===== src/rtl/core/ihex_pkg.sv =====
// types, constants and the control program of the hex record encoder
`default_nettype none

package ihex_pkg;

  localparam int DEFAULT_RECORD_BYTES = 16;
  localparam int DEFAULT_ADDRESS_BITS = 24;
  localparam int CFG_W                = 24;
  localparam int PC_W                 = 5;

  // entry points of the control program
  localparam logic [PC_W-1:0] PC_ELA = 5'd0;
  localparam logic [PC_W-1:0] PC_DAT = 5'd9;
  localparam logic [PC_W-1:0] PC_EOF = 5'd17;

  localparam logic [7:0] CH_COLON   = 8'h3A;
  localparam logic [7:0] CH_NEWLINE = 8'h0A;

  typedef struct packed {
    logic [7:0] data_byte;
    logic       last_byte;
  } in_item_t;

  typedef struct packed {
    logic [7:0] text_char;
    logic       end_of_run;
  } out_item_t;

  typedef enum logic [0:0] {
    OP_CHAR,
    OP_HEX
  } op_t;

  typedef enum logic [2:0] {
    SRC_LIT,
    SRC_UP,
    SRC_LEN,
    SRC_OFFHI,
    SRC_OFFLO,
    SRC_BUF,
    SRC_CKS
  } src_t;

  typedef enum logic [2:0] {
    BR_NEXT,
    BR_LOOP,
    BR_CLOSE,
    BR_LAST,
    BR_END
  } br_t;

  typedef enum logic [1:0] {
    S_IDLE = 2'b01,
    S_RUN  = 2'b10
  } seq_state_t;

  typedef struct packed {
    op_t             op;
    src_t            src;
    logic [7:0]      lit;
    br_t             br;
    logic [PC_W-1:0] target;
    logic            clr_cks;
    logic            clr_count;
    logic            restart;
  } ctrl_t;

  typedef struct packed {
    logic close;
    logic last;
    logic more;
  } cond_t;

  typedef struct packed {
    ctrl_t word;
    logic  phase;
    logic  fire;
    logic  step_done;
    logic  eor;
  } step_t;

  function automatic ctrl_t mk(input op_t op, input src_t src, input logic [7:0] lit,
                               input br_t br, input logic [PC_W-1:0] target,
                               input logic clr_cks, input logic clr_count,
                               input logic restart);
    ctrl_t w;
    w.op        = op;
    w.src       = src;
    w.lit       = lit;
    w.br        = br;
    w.target    = target;
    w.clr_cks   = clr_cks;
    w.clr_count = clr_count;
    w.restart   = restart;
    return w;
  endfunction

  function automatic ctrl_t ucode(input logic [PC_W-1:0] pc);
    ctrl_t w;
    unique case (pc)
      // extended linear address record
      5'd0:  w = mk(OP_CHAR, SRC_LIT,   CH_COLON,   BR_NEXT,  PC_ELA, 1'b1, 1'b0, 1'b0);
      5'd1:  w = mk(OP_HEX,  SRC_LIT,   8'h02,      BR_NEXT,  PC_ELA, 1'b0, 1'b0, 1'b0);
      5'd2:  w = mk(OP_HEX,  SRC_LIT,   8'h00,      BR_NEXT,  PC_ELA, 1'b0, 1'b0, 1'b0);
      5'd3:  w = mk(OP_HEX,  SRC_LIT,   8'h00,      BR_NEXT,  PC_ELA, 1'b0, 1'b0, 1'b0);
      5'd4:  w = mk(OP_HEX,  SRC_LIT,   8'h04,      BR_NEXT,  PC_ELA, 1'b0, 1'b0, 1'b0);
      5'd5:  w = mk(OP_HEX,  SRC_LIT,   8'h00,      BR_NEXT,  PC_ELA, 1'b0, 1'b0, 1'b0);
      5'd6:  w = mk(OP_HEX,  SRC_UP,    8'h00,      BR_NEXT,  PC_ELA, 1'b0, 1'b0, 1'b0);
      5'd7:  w = mk(OP_HEX,  SRC_CKS,   8'h00,      BR_NEXT,  PC_ELA, 1'b0, 1'b0, 1'b0);
      5'd8:  w = mk(OP_CHAR, SRC_LIT,   CH_NEWLINE, BR_CLOSE, PC_DAT, 1'b0, 1'b0, 1'b0);
      // data record
      5'd9:  w = mk(OP_CHAR, SRC_LIT,   CH_COLON,   BR_NEXT,  PC_ELA, 1'b1, 1'b0, 1'b0);
      5'd10: w = mk(OP_HEX,  SRC_LEN,   8'h00,      BR_NEXT,  PC_ELA, 1'b0, 1'b0, 1'b0);
      5'd11: w = mk(OP_HEX,  SRC_OFFHI, 8'h00,      BR_NEXT,  PC_ELA, 1'b0, 1'b0, 1'b0);
      5'd12: w = mk(OP_HEX,  SRC_OFFLO, 8'h00,      BR_NEXT,  PC_ELA, 1'b0, 1'b0, 1'b0);
      5'd13: w = mk(OP_HEX,  SRC_LIT,   8'h00,      BR_NEXT,  PC_ELA, 1'b0, 1'b0, 1'b0);
      5'd14: w = mk(OP_HEX,  SRC_BUF,   8'h00,      BR_LOOP,  PC_ELA, 1'b0, 1'b0, 1'b0);
      5'd15: w = mk(OP_HEX,  SRC_CKS,   8'h00,      BR_NEXT,  PC_ELA, 1'b0, 1'b0, 1'b0);
      5'd16: w = mk(OP_CHAR, SRC_LIT,   CH_NEWLINE, BR_LAST,  PC_EOF, 1'b0, 1'b1, 1'b0);
      // end of file record
      5'd17: w = mk(OP_CHAR, SRC_LIT,   CH_COLON,   BR_NEXT,  PC_ELA, 1'b1, 1'b0, 1'b0);
      5'd18: w = mk(OP_HEX,  SRC_LIT,   8'h00,      BR_NEXT,  PC_ELA, 1'b0, 1'b0, 1'b0);
      5'd19: w = mk(OP_HEX,  SRC_LIT,   8'h00,      BR_NEXT,  PC_ELA, 1'b0, 1'b0, 1'b0);
      5'd20: w = mk(OP_HEX,  SRC_LIT,   8'h00,      BR_NEXT,  PC_ELA, 1'b0, 1'b0, 1'b0);
      5'd21: w = mk(OP_HEX,  SRC_LIT,   8'h01,      BR_NEXT,  PC_ELA, 1'b0, 1'b0, 1'b0);
      5'd22: w = mk(OP_HEX,  SRC_LIT,   8'hFF,      BR_NEXT,  PC_ELA, 1'b0, 1'b0, 1'b0);
      5'd23: w = mk(OP_CHAR, SRC_LIT,   CH_NEWLINE, BR_END,   PC_ELA, 1'b0, 1'b0, 1'b1);
      default: w = mk(OP_CHAR, SRC_LIT, CH_NEWLINE, BR_END,   PC_ELA, 1'b0, 1'b0, 1'b0);
    endcase
    return w;
  endfunction

  function automatic logic [7:0] hex_char(input logic [3:0] nib);
    logic [7:0] c;
    if (nib < 4'd10) begin
      c = 8'h30 + {4'h0, nib};
    end else begin
      c = 8'h37 + {4'h0, nib};
    end
    return c;
  endfunction

endpackage

`default_nettype wire


===== src/rtl/core/intel_hex_record_encoder.sv =====
// top level: byte buffer, address tracking and character datapath of the hex encoder
`default_nettype none

// Takes memory bytes one request at a time, starting at the address written on cfg_data, and streams
// Intel HEX text out one ASCII character per request. A byte that closes no record and
// needs no extended linear address record is taken without a stall and produces nothing.
// Any other byte holds the input stalled while a small control program emits the text
// at one character per cycle unless out_stall holds it: 12 + 2*len characters for a data
// record, 16 for an extended linear address record that goes first and 12 more for the
// end of file record after the last byte. The one-character output register sets the pace.
// Writing cfg_data with cfg_we restarts the stream, as does the end of file record.
module intel_hex_record_encoder #(
  parameter int RECORD_BYTES = ihex_pkg::DEFAULT_RECORD_BYTES,
  parameter int ADDRESS_BITS = ihex_pkg::DEFAULT_ADDRESS_BITS
) (
  input  logic                         clk,
  input  logic                         rst,
  input  logic                         in_valid,
  output logic                         in_stall,
  input  ihex_pkg::in_item_t           in_item,
  output logic                         out_valid,
  input  logic                         out_stall,
  output ihex_pkg::out_item_t          out_item,
  input  logic                         cfg_we,
  input  logic [ihex_pkg::CFG_W-1:0]   cfg_data
);
  import ihex_pkg::*;

  localparam int CW      = $clog2(RECORD_BYTES + 1);
  localparam int IW      = (RECORD_BYTES > 1) ? $clog2(RECORD_BYTES) : 1;
  localparam int UPPER_W = ADDRESS_BITS - 16;

  logic [7:0]              byte_buffer [RECORD_BYTES];
  logic [CW-1:0]           count;
  logic [ADDRESS_BITS-1:0] base_addr;
  logic [ADDRESS_BITS-1:0] next_address;
  logic [15:0]             record_offset;
  logic [UPPER_W-1:0]      emitted_upper;
  logic [UPPER_W-1:0]      up_reg;
  logic                    close_reg;
  logic                    last_reg;
  logic [IW-1:0]           idx;
  logic [7:0]              cks;

  logic                    accept;
  logic [UPPER_W-1:0]      up;
  logic                    ela_need;
  logic                    close;
  logic                    go;
  logic [PC_W-1:0]         entry;
  cond_t                   cond;
  logic                    adv;
  logic                    busy;
  step_t                   step;
  logic [7:0]              sel_byte;
  logic [7:0]              char;

  assign accept   = in_valid && !in_stall;
  assign in_stall = busy;
  assign up       = next_address[ADDRESS_BITS-1:16];
  assign ela_need = (count == '0) && (up != emitted_upper);
  assign close    = in_item.last_byte || ((count + CW'(1)) == CW'(RECORD_BYTES))
                    || (next_address[15:0] == 16'hFFFF);
  assign go       = accept && (ela_need || close);
  assign entry    = ela_need ? PC_ELA : PC_DAT;
  assign adv      = !out_valid || !out_stall;

  always_comb begin
    cond.close = close_reg;
    cond.last  = last_reg;
    cond.more  = (CW'(idx) + CW'(1)) != count;
  end

  ihex_seq u_seq (
    .clk   (clk),
    .rst   (rst),
    .go    (go),
    .entry (entry),
    .cond  (cond),
    .adv   (adv),
    .busy  (busy),
    .step  (step)
  );

  always_comb begin
    unique case (step.word.src)
      SRC_LIT:   sel_byte = step.word.lit;
      SRC_UP:    sel_byte = 8'(up_reg);
      SRC_LEN:   sel_byte = 8'(count);
      SRC_OFFHI: sel_byte = record_offset[15:8];
      SRC_OFFLO: sel_byte = record_offset[7:0];
      SRC_BUF:   sel_byte = byte_buffer[idx];
      SRC_CKS:   sel_byte = 8'h00 - cks;
      default:   sel_byte = step.word.lit;
    endcase
    if (step.word.op == OP_CHAR) begin
      char = step.word.lit;
    end else if (step.phase) begin
      char = hex_char(sel_byte[3:0]);
    end else begin
      char = hex_char(sel_byte[7:4]);
    end
  end

  // open record buffer
  always_ff @(posedge clk) begin
    if (accept) begin
      byte_buffer[count[IW-1:0]] <= in_item.data_byte;
    end
  end

  // per-record working registers
  always_ff @(posedge clk) begin
    if (accept) begin
      up_reg    <= up;
      close_reg <= close;
      last_reg  <= in_item.last_byte;
    end
    if (step.fire && step.word.clr_cks) begin
      cks <= 8'h00;
      idx <= '0;
    end else if (step.fire && step.phase && step.word.op == OP_HEX) begin
      if (step.word.src != SRC_CKS) begin
        cks <= cks + sel_byte;
      end
      if (step.word.src == SRC_BUF) begin
        idx <= idx + IW'(1);
      end
    end
  end

  always_ff @(posedge clk) begin
    if (rst) begin
      base_addr     <= '0;
      count         <= '0;
      next_address  <= '0;
      record_offset <= 16'h0000;
      emitted_upper <= '0;
    end else if (cfg_we) begin
      base_addr     <= cfg_data[ADDRESS_BITS-1:0];
      count         <= '0;
      next_address  <= cfg_data[ADDRESS_BITS-1:0];
      record_offset <= cfg_data[15:0];
      emitted_upper <= cfg_data[ADDRESS_BITS-1:16];
    end else if (step.fire && step.word.restart) begin
      count         <= '0;
      next_address  <= base_addr;
      record_offset <= base_addr[15:0];
      emitted_upper <= base_addr[ADDRESS_BITS-1:16];
    end else if (step.fire && step.word.clr_count) begin
      count <= '0;
    end else if (accept) begin
      count        <= count + CW'(1);
      next_address <= next_address + ADDRESS_BITS'(1);
      if (count == '0) begin
        record_offset <= next_address[15:0];
      end
      if (ela_need) begin
        emitted_upper <= up;
      end
    end
  end

  // output register
  always_ff @(posedge clk) begin
    if (rst) begin
      out_valid <= 1'b0;
    end else if (step.fire) begin
      out_valid <= 1'b1;
    end else if (!out_stall) begin
      out_valid <= 1'b0;
    end
  end

  always_ff @(posedge clk) begin
    if (step.fire) begin
      out_item.text_char  <= char;
      out_item.end_of_run <= step.eor;
    end
  end

endmodule

`default_nettype wire


===== src/rtl/core/ihex_seq.sv =====
// step counter and branch logic that walks the record control program
`default_nettype none

module ihex_seq (
  input  logic                      clk,
  input  logic                      rst,
  input  logic                      go,
  input  logic [ihex_pkg::PC_W-1:0] entry,
  input  ihex_pkg::cond_t           cond,
  input  logic                      adv,
  output logic                      busy,
  output ihex_pkg::step_t           step
);
  import ihex_pkg::*;

  seq_state_t      state, state_next;
  logic [PC_W-1:0] pc, pc_next;
  logic            phase, phase_next;
  logic [PC_W-1:0] br_pc;
  ctrl_t           word;
  logic            fire;
  logic            step_done;
  logic            to_end;

  always_comb begin
    word      = ucode(pc);
    fire      = (state == S_RUN) && adv;
    // a hex step emits its high nibble first, then its low nibble
    step_done = (word.op == OP_CHAR) || phase;
    br_pc     = pc + PC_W'(1);
    to_end    = 1'b0;
    unique case (word.br)
      BR_NEXT: begin
        br_pc = pc + PC_W'(1);
      end
      BR_LOOP: begin
        br_pc = cond.more ? pc : pc + PC_W'(1);
      end
      BR_CLOSE: begin
        br_pc  = word.target;
        to_end = !cond.close;
      end
      BR_LAST: begin
        br_pc  = word.target;
        to_end = !cond.last;
      end
      BR_END: begin
        to_end = 1'b1;
      end
      default: begin
        to_end = 1'b1;
      end
    endcase
  end

  always_comb begin
    state_next = state;
    pc_next    = pc;
    phase_next = phase;
    unique case (state)
      S_IDLE: begin
        if (go) begin
          state_next = S_RUN;
          pc_next    = entry;
          phase_next = 1'b0;
        end
      end
      S_RUN: begin
        if (fire) begin
          if (!step_done) begin
            phase_next = 1'b1;
          end else begin
            phase_next = 1'b0;
            pc_next    = br_pc;
            if (to_end) begin
              state_next = S_IDLE;
            end
          end
        end
      end
      default: begin
        state_next = S_IDLE;
      end
    endcase
  end

  always_ff @(posedge clk) begin
    if (rst) begin
      state <= S_IDLE;
      pc    <= PC_ELA;
      phase <= 1'b0;
    end else begin
      state <= state_next;
      pc    <= pc_next;
      phase <= phase_next;
    end
  end

  assign busy = (state == S_RUN);

  always_comb begin
    step.word      = word;
    step.phase     = phase;
    step.fire      = fire;
    step.step_done = step_done;
    step.eor       = fire && step_done && to_end;
  end

endmodule

`default_nettype wire


===== config.mk =====
export PLATFORM = sky130hd
export DESIGN_NAME = intel_hex_record_encoder
export DESIGN_NICKNAME = d
export VERILOG_FILES = /design/src/rtl/core/ihex_pkg.sv /design/src/rtl/core/intel_hex_record_encoder.sv /design/src/rtl/core/ihex_seq.sv
export SDC_FILE = /design/constraint.sdc
export NUM_CORES = 1
export LEC_CHECK = 0
export ABC_AREA = 1
export BUFFER_PORTS_ARGS = -buffer_cell sky130_fd_sc_hd__buf_2
export CAP_MARGIN = 10
export CELL_PAD_IN_SITES_DETAIL_PLACEMENT = 0
export CELL_PAD_IN_SITES_GLOBAL_PLACEMENT = 1
export CORE_UTILIZATION = 30
export CTS_BUF_LIST = sky130_fd_sc_hd__clkbuf_4 sky130_fd_sc_hd__clkbuf_8 sky130_fd_sc_hd__clkbuf_16
export DETAILED_ROUTE_END_ITERATION = 8
export PLACE_DENSITY = 0.6
export SETUP_SLACK_MARGIN = 0.02
export SYNTH_ARGS = -nofsm -noshare
export SYNTH_HDL_FRONTEND = slang
export SYNTH_SLANG_ARGS = --single-unit

===== constraint.sdc =====
create_clock -name clk -period 2.6 [get_ports clk]
set_clock_uncertainty 0.05 [all_clocks]
set_input_delay 0.13 -clock clk [delete_from_list [all_inputs] [get_ports clk]]
set_output_delay 0.13 -clock clk [all_outputs]
set_load 0.01 [all_outputs]

==> results.sh, run 1 <==
export IMPL_cts_sinks=266
export IMPL_drt_total_wl_um=38700
export IMPL_p_per_area_nw_per_um2=948
export IMPL_cp_arrival_ps=3310
export IMPL_vias_per_cell=4.86
export IMPL_num_rows=75
export IMPL_setup_worst_path_start_class="register"
export IMPL_drt_first_iter_violations=661
export IMPL_die_y_um=208
export IMPL_groute_usage_overall_pct=17.6
export IMPL_route_detailed_drc=0
export IMPL_seq_area_frac_synth_pct=53.5
export IMPL_ys_warn_count=0
export IMPL_rsz0062_at_grt="yes"
export IMPL_layout_min_cycle_time_ps=2890
export IMPL_fin_ws_ps=-290
export IMPL_cp_required_ps=3020
export IMPL_cts_made_buffers=30
export IMPL_peakVddDrop_uv=448
export IMPL_setup_tns_ps=-647
export IMPL_grt_overflow=0
export IMPL_fill_cells=4230
export IMPL_synthCells=1483
export IMPL_dieArea_um2=43200
export IMPL_grt_max_degree=48
export IMPL_clockBufferDepth=3
export IMPL_setup_viol_count_final=3
export IMPL_initial_utilization_pct=30.4
export IMPL_ys_types=51
export IMPL_syn_area_per_cell_um2=8.57
export IMPL_antenna_found_initial=0
export IMPL_clkTransAtPathRegs_ps=60
export IMPL_seqCellArea_um2=6830
export IMPL_io_pin_count=49
export IMPL_coreArea_um2=41900
export IMPL_synth_fp_nets=1546
export IMPL_hold_class="input pin to register"
export IMPL_wl_per_cell_um=16.9
export IMPL_crit_type="register to register"
export IMPL_synth_edff_count=147
export IMPL_h_tree_depth=1
export IMPL_cp_end_kind="register"
export IMPL_worstPathMaxFanout=5
export IMPL_fin_nets=1794
export IMPL_total_power_w=0.0162
export IMPL_vias=11100
export IMPL_leakage_nw=6.84
export IMPL_synth_seq_cells=266
export IMPL_worst_pin_slew_ps=527
export IMPL_drv_slew=0
export IMPL_fin_util_pct=40.8
export IMPL_status="finished, violations left"
export IMPL_synth_ff_type="edfxtp_1"
export IMPL_fin_cells=2294
export IMPL_grt_pass1_vias=10700
export IMPL_portBuffers=48
export IMPL_whs_ps=55.7
export IMPL_cts_root_buf="clkbuf_16"
export IMPL_gp_congestion=0.819
export IMPL_multiInputGateArea_um2=5770
export IMPL_place_inst=2176
export IMPL_async_flop_share_pct=0
export IMPL_areaGrowthSynthToFinish_pct=34.4
export IMPL_grt_pass1_wl_um=59600
export IMPL_cts_tree="yes"
export IMPL_diodes=0
export IMPL_fmax_ghz=0.346
export IMPL_antenna_left=0
export IMPL_drtPass1Iterations=5
export IMPL_relSlewSlack_pct=64.8
export IMPL_largest_reg_flops=128
export IMPL_maxCapViolations=0
export IMPL_worstSkewPairLatency_ps=590
export IMPL_hold_viol=0
export IMPL_hpwl_um=26700
export IMPL_violations="negative setup slack"
export IMPL_syn_cell_area_um2=12700
export IMPL_timing_final_crit_share_pct=111
export IMPL_die_w_um=208
export IMPL_drive_gt1_share_pct=28.8
## through the flow
step	cell area, um2	setup WS [ps]
5_1_grt	17100	-514
3_3_place_gp	14700	-444
4_1_cts	16300	-236
6_report	17100	-290
2_1_floorplan	12800	-50.6
3_5_place_dp	14700	-345
## report_power, final
part | switching [W] | internal (W) | total (W)
Clock | 0.00179 | 0.00261 | 0.00440
Combinational | 0.00365 | 0.00299 | 0.00664
Sequential | 0.000284 | 0.00486 | 0.00515
## repair_timing
item	CTS	global route
endpoints found under the hold margin	204	0
pin swaps	8	57
gates resized for setup	45	188
buffers inserted	5	19
setup endpoints to repair	27	46
hold buffers	35	0
cloned	0	4
## worst paths after layout
kind / start / endpoint / slack (ps) / depth (start not counted)
max reg2reg: register / cks[6] / -290 / 21
max: register / cks[6] / -290 / 21
min: rst / out_valid / 60 / 3
min reg2reg: base_addr[17] / base_addr[17] / 410 / 2
## cell usage after synthesis, drive strengths merged (2+ instances only)
library cell	instances	area share [%]
nor3	17	0.88
a22o	2	0.14
edfxtp	147	35
nor2	187	5.8
o31ai	2	0.12
o21ai	170	6.7
nand3	79	3.3
o221ai	5	0.34
inv	129	3.8
xor2	3	0.21
nor4	5	0.25
nand4	22	1.1
a221oi	2	0.14
a211oi	2	0.12
nor3b	2	0.12
nand3b	4	0.24
ha	24	2.4
dfxtp	119	19
o21a	7	0.41
nand2	332	10
xnor2	7	0.48
buf	24	1.2
o21bai	2	0.12
a21oi	70	2.9
clkinv	2	0.059
a22oi	3	0.18
clkbuf	38	1.1
a31oi	36	1.8
or2	4	0.20
o22ai	5	0.25
o211ai	27	1.6
## logic make-up (layout without fill, tap and decap cells)
| logic type | count (synthesis) | after routing | share of synthesized area (%) |
|---|---|---|---|
| AO/OA/AOI/OAI | 336 | 336 | 15.0 |
| XOR/XNOR | 10 | 10 | 0.689 |
| adder cells (fa/ha/maj) | 25 | 25 | 2.52 |
| buffers and inverters | 193 | 465 | 6.21 |
| flip-flops | 266 | 266 | 53.5 |
| multiplexers | 1 | 1 | 0.0787 |
| AND/OR/NAND/NOR | 652 | 652 | 22.0 |
## worst max-delay path, cell delays in order (launching register included)
cell       delay (ps)
dfxtp_4           450
buf_12            140
clkbuf_16         130
nor2_2             30
o21ai_1            60
nand3_1            70
nand3_1           100
nand2_2            80
nand2_1            60
nand2_1            60
nand2_2            90
inv_2              50
buf_4             120
buf_6             100
fa_2              380
a31oi_4           170
nor2_1             60
o21ai_1           120
nand2_1            70
xor2_1            140
o211ai_1          150
inv_1              50
## routing by layer
layer / wire (um) / track usage, % / vias to the layer above
met1: 18200 / 24.0 / 5287
met2: 18200 / 28.9 / 201
met4: 944 / 5.42 / 0
met3: 1400 / 2.16 / 57
li1: - / - / 5599
met5: 0 / 0 / -
## final cells by class
type / instances / area share (%)
inverters: 131 / 3.05
well taps: 539 / 3.95
clock inverters: 10 / 0.637
clock buffers: 46 / 5.52
multi-input cells: 1024 / 33.8
repair inverters: 1 / 0.0439
flip-flops and latches: 266 / 40.0
repair buffers: 277 / 13.0
## cell usage in the layout (no fill, tap or decap), types with 9 or more instances in the layout
master and n:
a21oi_1 57, nand2_1 283, inv_1 99, o211ai_1 26, buf_2 48, nand3_2 11, nand2_4 9, nor2_2 18
dlygate4sd3_1 35, buf_4 170, o21ai_1 32, a21oi_2 13, nor2_1 152, dfxtp_2 14, o21ai_2 10, a31oi_1 35
o21ai_0 128, nand4_1 21, dfxtp_1 101, clkbuf_16 34, nor3_1 11, ha_4 12, inv_2 23, edfxtp_1 147
nand2_2 40, nor2_4 17, buf_6 13, nand3_1 65
No activity file was read; power rests on OpenSTA's default activity.
==> run 2: changes to the inputs <==
--- a/config.mk
+++ b/config.mk
@@ -6,14 +6,14 @@
 export NUM_CORES = 1
 export LEC_CHECK = 0
 export ABC_AREA = 1
-export BUFFER_PORTS_ARGS = -buffer_cell sky130_fd_sc_hd__buf_2
+export BUFFER_PORTS_ARGS = -buffer_cell sky130_fd_sc_hd__buf_4
 export CAP_MARGIN = 10
-export CELL_PAD_IN_SITES_DETAIL_PLACEMENT = 0
-export CELL_PAD_IN_SITES_GLOBAL_PLACEMENT = 1
+export CELL_PAD_IN_SITES_DETAIL_PLACEMENT = 1
+export CELL_PAD_IN_SITES_GLOBAL_PLACEMENT = 2
 export CORE_UTILIZATION = 30
 export CTS_BUF_LIST = sky130_fd_sc_hd__clkbuf_4 sky130_fd_sc_hd__clkbuf_8 sky130_fd_sc_hd__clkbuf_16
 export DETAILED_ROUTE_END_ITERATION = 8
-export PLACE_DENSITY = 0.6
+export PLACE_DENSITY = 0.7
 export SETUP_SLACK_MARGIN = 0.02
 export SYNTH_ARGS = -nofsm -noshare
 export SYNTH_HDL_FRONTEND = slang
==> run 2 against run 1 <==
Effect of this change: the run still ends with negative setup slack left; combinational power grew 3.9%; power rose by 5.6%; non-clock buffer count increased by 22; critical path depth grew 1; global-route usage is 1.9 points higher; design area grew 1.4%; clock power grew 15%; register-to-register slack got worse by 90 ps.
==> results.sh, run 2 (synthesis results as in run 1) <==
export IMPL_status="finished, violations left"
export IMPL_violations="negative setup slack"
export IMPL_postLayoutCellArea_um2=17300
export IMPL_timing_final_crit_share_pct=115
export IMPL_coreArea_um2=41900
export IMPL_cp_end_kind="register"
export IMPL_grt_max_degree=48
export IMPL_wl_per_cell_um=17.9
export IMPL_setup_viol_count_final=6
export IMPL_diodes=0
export IMPL_fmax_ghz=0.336
export IMPL_hpwl_um=29500
export IMPL_whs_ps=56.9
export IMPL_dieArea_um2=43200
export IMPL_worst_pin_slew_ps=539
export IMPL_switching_share_pct=34.6
export IMPL_rsz0062_at_grt="yes"
export IMPL_vias_per_cell=4.90
export IMPL_initial_utilization_pct=30.4
export IMPL_drt_first_iter_violations=398
export IMPL_reg2reg_to="cks[7]"
export IMPL_fin_util_pct=41.4
export IMPL_cts_sinks=266
export IMPL_fin_ws_ps=-378
export IMPL_mostFrequentLayoutCell="nand2_1"
export IMPL_peakVddDrop_uv=463
export IMPL_ff2ff_setup_slack_ps=-380
export IMPL_relSlewSlack_pct=63.9
export IMPL_setup_worst_path_start_class="register"
export IMPL_crit_type="register to register"
export IMPL_clockBufferDepth=3
export IMPL_num_rows=75
export IMPL_drive_gt1_share_pct=28.0
export IMPL_hold_viol=0
export IMPL_placed_area_um2=14900
export IMPL_worstSkewPairLatency_ps=550
export IMPL_grt_pass1_vias=11800
export IMPL_cts_tree="yes"
export IMPL_h_tree_depth=2
export IMPL_largest_reg_flops=128
export IMPL_drt_total_wl_um=41500
export IMPL_clock_power_share_pct=29.5
export IMPL_layout_common_cells="283 x nand2_1, 248 x buf_4, 166 x nor2_1"
export IMPL_drtPass1Iterations=4
export IMPL_fin_nets=1819
export IMPL_cts_root_buf="clkbuf_16"
export IMPL_areaGrowthSynthToFinish_pct=36.2
export IMPL_comb_power_share_pct=40.4
export IMPL_die_y_um=208
export IMPL_hold_class="input pin to register"
export IMPL_worstRegToRegCells=22
export IMPL_io_pin_count=49
export IMPL_grt_overflow=0
export IMPL_layout_min_cycle_time_ps=2980
export IMPL_cp_required_ps=2980
export IMPL_min_path_cells=5
export IMPL_leakage_nw=7.06
export IMPL_vias=11400
export IMPL_cts_made_buffers=34
export IMPL_antenna_left=0
export IMPL_clkTransAtPathRegs_ps=60
export IMPL_p_per_area_nw_per_um2=987
export IMPL_p_seq_share_pct=30.2
export IMPL_groute_usage_overall_pct=19.4
export IMPL_cp_arrival_ps=3350
export IMPL_p_int_w=0.0112
export IMPL_holdCritStartpoint="in_valid"
export IMPL_route_detailed_drc=0
export IMPL_portBuffers=48
export IMPL_netSwitchingPower_w=0.00591
export IMPL_antenna_found_initial=0
export IMPL_gp_congestion=0.832
export IMPL_worstPathMaxFanout=8
export IMPL_drv_slew=0
export IMPL_min_to="count[0]"
export IMPL_maxCapViolations=0
export IMPL_grt_pass1_wl_um=65700
export IMPL_die_w_um=208
run 2: critical path, stage by stage (launching register included):
cell	delay (ps)
dfxtp_4	400
buf_12	130
buf_12	120
o21ai_0	90
o211ai_1	240
nand3_2	130
nand2_1	80
nand2_1	70
nand2_1	90
nand2_2	70
inv_2	90
ha_4	220
buf_4	130
a21oi_2	130
o21bai_1	100
nand2_1	90
nand2_1	60
a21oi_2	180
o21ai_2	70
a21oi_2	130
nand2_1	70
nand2_1	60
nor2_1	50
run 2: routing by layer:
layer | up-vias | wire [um] | GRT usage, % | share of wire, %
met4 | 0 | 907 | 5.21 | 2.2
met5 | - | 0 | 0 | 0
met3 | 56 | 1050 | 2.92 | 2.5
met2 | 115 | 20400 | 33.8 | 49
li1 | 5634 | - | - | -
met1 | 5569 | 19100 | 25.0 | 46
run 2: layout make-up:
| class | count | area (um2) |
|---|---|---|
| fill | 4868 | 24500 |
| timing repair buffer | 299 | 2470 |
| inverter | 131 | 503 |
| multi-input combinational | 1024 | 5640 |
| clock buffer | 52 | 1040 |
| clock inverter | 9 | 166 |
| tap | 539 | 674 |
| sequential | 266 | 6830 |
run 2: worst max path at each step:
stage	slack, ps	startpoint	end
after CTS	-320	register	cks[6]
after floorplan	-50	register	cks[6]
after global placement	-340	cks[1]	cks[7]
final	-380	register	cks[7]
after detailed placement	-440	register	cks[6]
after global routing	-590	register	cks[7]
run 2: what timing repair did:
action                                  in CTS  in global routing
endpoints found under the setup margin      29                 31
hold endpoints to repair                   197                  0
setup buffers                               14                 21
cloned                                       0                  1
hold buffers                                34                  0
pin swaps                                   27                 49
gates resized for setup                     70                 96
run 2: power by group through the flow:
stage	registers [W]	clock network, W	logic [W]
after floorplan	0.00514	0	0.00328
after global placement	0.00519	0	0.00556
after detailed placement	0.00521	0	0.00567
after CTS	0.00514	0.00517	0.00618
after global routing	0.00519	0.00532	0.00764
final	0.00515	0.00504	0.00690
run 2: through the flow:
stage | total power [W] | instances | setup slack (ps) | setup TNS (ps)
after floorplan | 0.00842 | 1483 | -50.6 | -83.7
after global placement | 0.0107 | 2189 | -338 | -2930
after detailed placement | 0.0109 | 2189 | -438 | -4960
after CTS | 0.0165 | 2298 | -319 | -1200
after global routing | 0.0182 | 2320 | -586 | -3150
final | 0.0171 | 2320 | -378 | -1150
==> run 3: changes to the inputs <==
--- a/config.mk
+++ b/config.mk
@@ -13,7 +13,7 @@
 export CORE_UTILIZATION = 30
 export CTS_BUF_LIST = sky130_fd_sc_hd__clkbuf_4 sky130_fd_sc_hd__clkbuf_8 sky130_fd_sc_hd__clkbuf_16
 export DETAILED_ROUTE_END_ITERATION = 8
-export PLACE_DENSITY = 0.7
+export PLACE_DENSITY = 0.71
 export SETUP_SLACK_MARGIN = 0.02
 export SYNTH_ARGS = -nofsm -noshare
 export SYNTH_HDL_FRONTEND = slang
==> run 3 against run 2 <==
Effect of this change: the flow still finishes with violations (negative setup slack); design area decreased by 0.38%; die area did not move; critical path depth decreased by 3; setup slack lost 29 ps; final cell count down 0.60%; clock power fell by 6.3%; via count rose by 0.94%; largest cell class unchanged.
==> results.sh, run 3 (synthesis results as in run 1) <==
export IMPL_crit_top_cell="nand2_1"
export IMPL_slowest_stage="dfxtp_4"
export IMPL_dieArea_um2=43200
export IMPL_cts_made_buffers=31
export IMPL_relSlewSlack_pct=66.7
export IMPL_cpPeakStageDelay_ps=450
export IMPL_p_seq_share_pct=30.2
export IMPL_critPathTopFamily="simple AND/OR/NAND/NOR gates"
export IMPL_peakVddDrop_uv=557
export IMPL_cp_required_ps=3020
export IMPL_largest_reg_flops=128
export IMPL_antenna_found_initial=0
export IMPL_drtPass1Iterations=4
export IMPL_grt_max_degree=47
export IMPL_layout_common_cells="282 x nand2_1, 229 x buf_4, 163 x nor2_1"
export IMPL_worstRegToRegCells=19
export IMPL_placed_area_um2=14900
export IMPL_portBuffers=48
export IMPL_grt_pass1_wl_um=66400
export IMPL_setup_tns_ps=-1510
export IMPL_worst_pin_slew_ps=497
export IMPL_drt_total_wl_um=43000
export IMPL_antenna_left=0
export IMPL_fin_ws_ps=-406
export IMPL_pre_cts_ws_ps=-411
export IMPL_groute_usage_overall_pct=19.5
export IMPL_postLayoutCellArea_um2=17200
export IMPL_holdCritStartpoint="in_valid"
export IMPL_cp_arrival_ps=3430
export IMPL_hold_viol=0
export IMPL_grt_overflow=0
export IMPL_route_detailed_drc=0
export IMPL_hpwl_um=29700
export IMPL_netSwitchingPower_w=0.00601
export IMPL_drv_slew=0
export IMPL_leakage_nw=6.98
export IMPL_coreArea_um2=41900
export IMPL_diodes=0
export IMPL_die_w_um=208
export IMPL_areaGrowthSynthToFinish_pct=35.7
export IMPL_min_to="count[0]"
export IMPL_die_y_um=208
export IMPL_switching_share_pct=35.2
export IMPL_total_power_w=0.0171
export IMPL_p_per_area_nw_per_um2=990
export IMPL_grt_pass1_vias=12000
export IMPL_cts_root_buf="clkbuf_16"
export IMPL_crit_type="register to register"
export IMPL_cp_end_kind="register"
export IMPL_crit_buf_inv=5
export IMPL_reg2reg_to="cks[6]"
export IMPL_setup_viol_count_final=9
export IMPL_gp_congestion=0.843
export IMPL_worstSkewPairLatency_ps=600
export IMPL_p_int_w=0.0111
export IMPL_worstPathMaxFanout=12
export IMPL_rsz0062_at_grt="yes"
export IMPL_mostFrequentLayoutCell="nand2_1"
export IMPL_min_path_cells=5
export IMPL_cts_tree="yes"
export IMPL_comb_power_share_pct=42.1
export IMPL_status="finished, violations left"
export IMPL_initial_utilization_pct=30.4
export IMPL_drt_first_iter_violations=501
export IMPL_fin_nets=1805
export IMPL_fmax_ghz=0.333
export IMPL_layout_min_cycle_time_ps=3010
export IMPL_drive_gt1_share_pct=28.1
export IMPL_vias=11500
export IMPL_h_tree_depth=1
export IMPL_clockBufferDepth=3
export IMPL_vias_per_cell=4.98
export IMPL_wl_per_cell_um=18.6
export IMPL_maxCapViolations=0
export IMPL_clock_power_share_pct=27.7
export IMPL_setup_worst_path_start_class="register"
export IMPL_hold_class="input pin to register"
export IMPL_clkTransAtPathRegs_ps=70
export IMPL_cts_sinks=266
export IMPL_timing_final_crit_share_pct=116
export IMPL_crit_chain="inv_4, bufbuf_16, o21ai_4, nand3_2, nand3_2, nand2_1, nand2_1, nand2_2, nand2_2, inv_2, buf_4, fa_2, a31oi_4, nor2_1, o21ai_1, nand2_1, xor2_1, o211ai_1, inv_1"
export IMPL_whs_ps=20.7
export IMPL_num_rows=75
export IMPL_violations="negative setup slack"
export IMPL_io_pin_count=49
export IMPL_ff2ff_setup_slack_ps=-410
-- run 3: what timing repair did --
action                                 CTS  global route
setup endpoints to repair               27            31
setup buffers                            9            21
gates resized for setup                 67           122
hold buffers                            34             0
endpoints found under the hold margin  203             0
gates cloned                             2             1
pin swaps                               31            59
-- run 3: worst max-delay path by stage --
stage	from	endpoint	slack, ps	cells after the start
2_1_floorplan	register	cks[6]	-50	18
3_3_place_gp	register	cks[7]	-300	24
3_5_place_dp	register	cks[7]	-410	24
4_1_cts	register	cks[7]	-360	23
5_1_grt	register	cks[7]	-620	24
6_report	register	cks[6]	-410	19
-- run 3: area by class of cell --
class,instances,area (um2)
fillers,4882,24600
flip-flops and latches,266,6820
multi-input cells,1024,5700
repair buffers,288,2450
clock buffers,40,881
well taps,539,674
inverters,131,500
clock inverters,18,234
-- run 3: metrics by stage --
step                      util (%)  std cells
after detailed placement      35.5       2183
after global routing          41.2       2306
final                         41.2       2306
after global placement        35.5       2183
after CTS                     39.8       2286
after floorplan                  -       1483
-- run 3: power groups by stage --
stage                     sequential [W]  clock [W]  combinational (W)
final                            0.00516    0.00472            0.00719
after global routing             0.00520    0.00499            0.00788
after CTS                        0.00514    0.00483            0.00630
after detailed placement         0.00521          0            0.00564
after global placement           0.00520          0            0.00552
after floorplan                  0.00514          0            0.00328
-- run 3: layer usage --
layer | vias up | wire length [um] | track usage (%)
met5 | - | 0 | 0
met4 | 0 | 840 | 4.83
met3 | 50 | 1080 | 2.10
met2 | 128 | 21600 | 34.5
met1 | 5704 | 19400 | 25.3
li1 | 5599 | - | -
-- run 3: tightest hold or removal path: cells and delay by family --
family	cells	cell delay (ps)
buffers and inverters	2	280
and+or+nand+nor	2	150
AOI/OAI and AO/OA	1	50
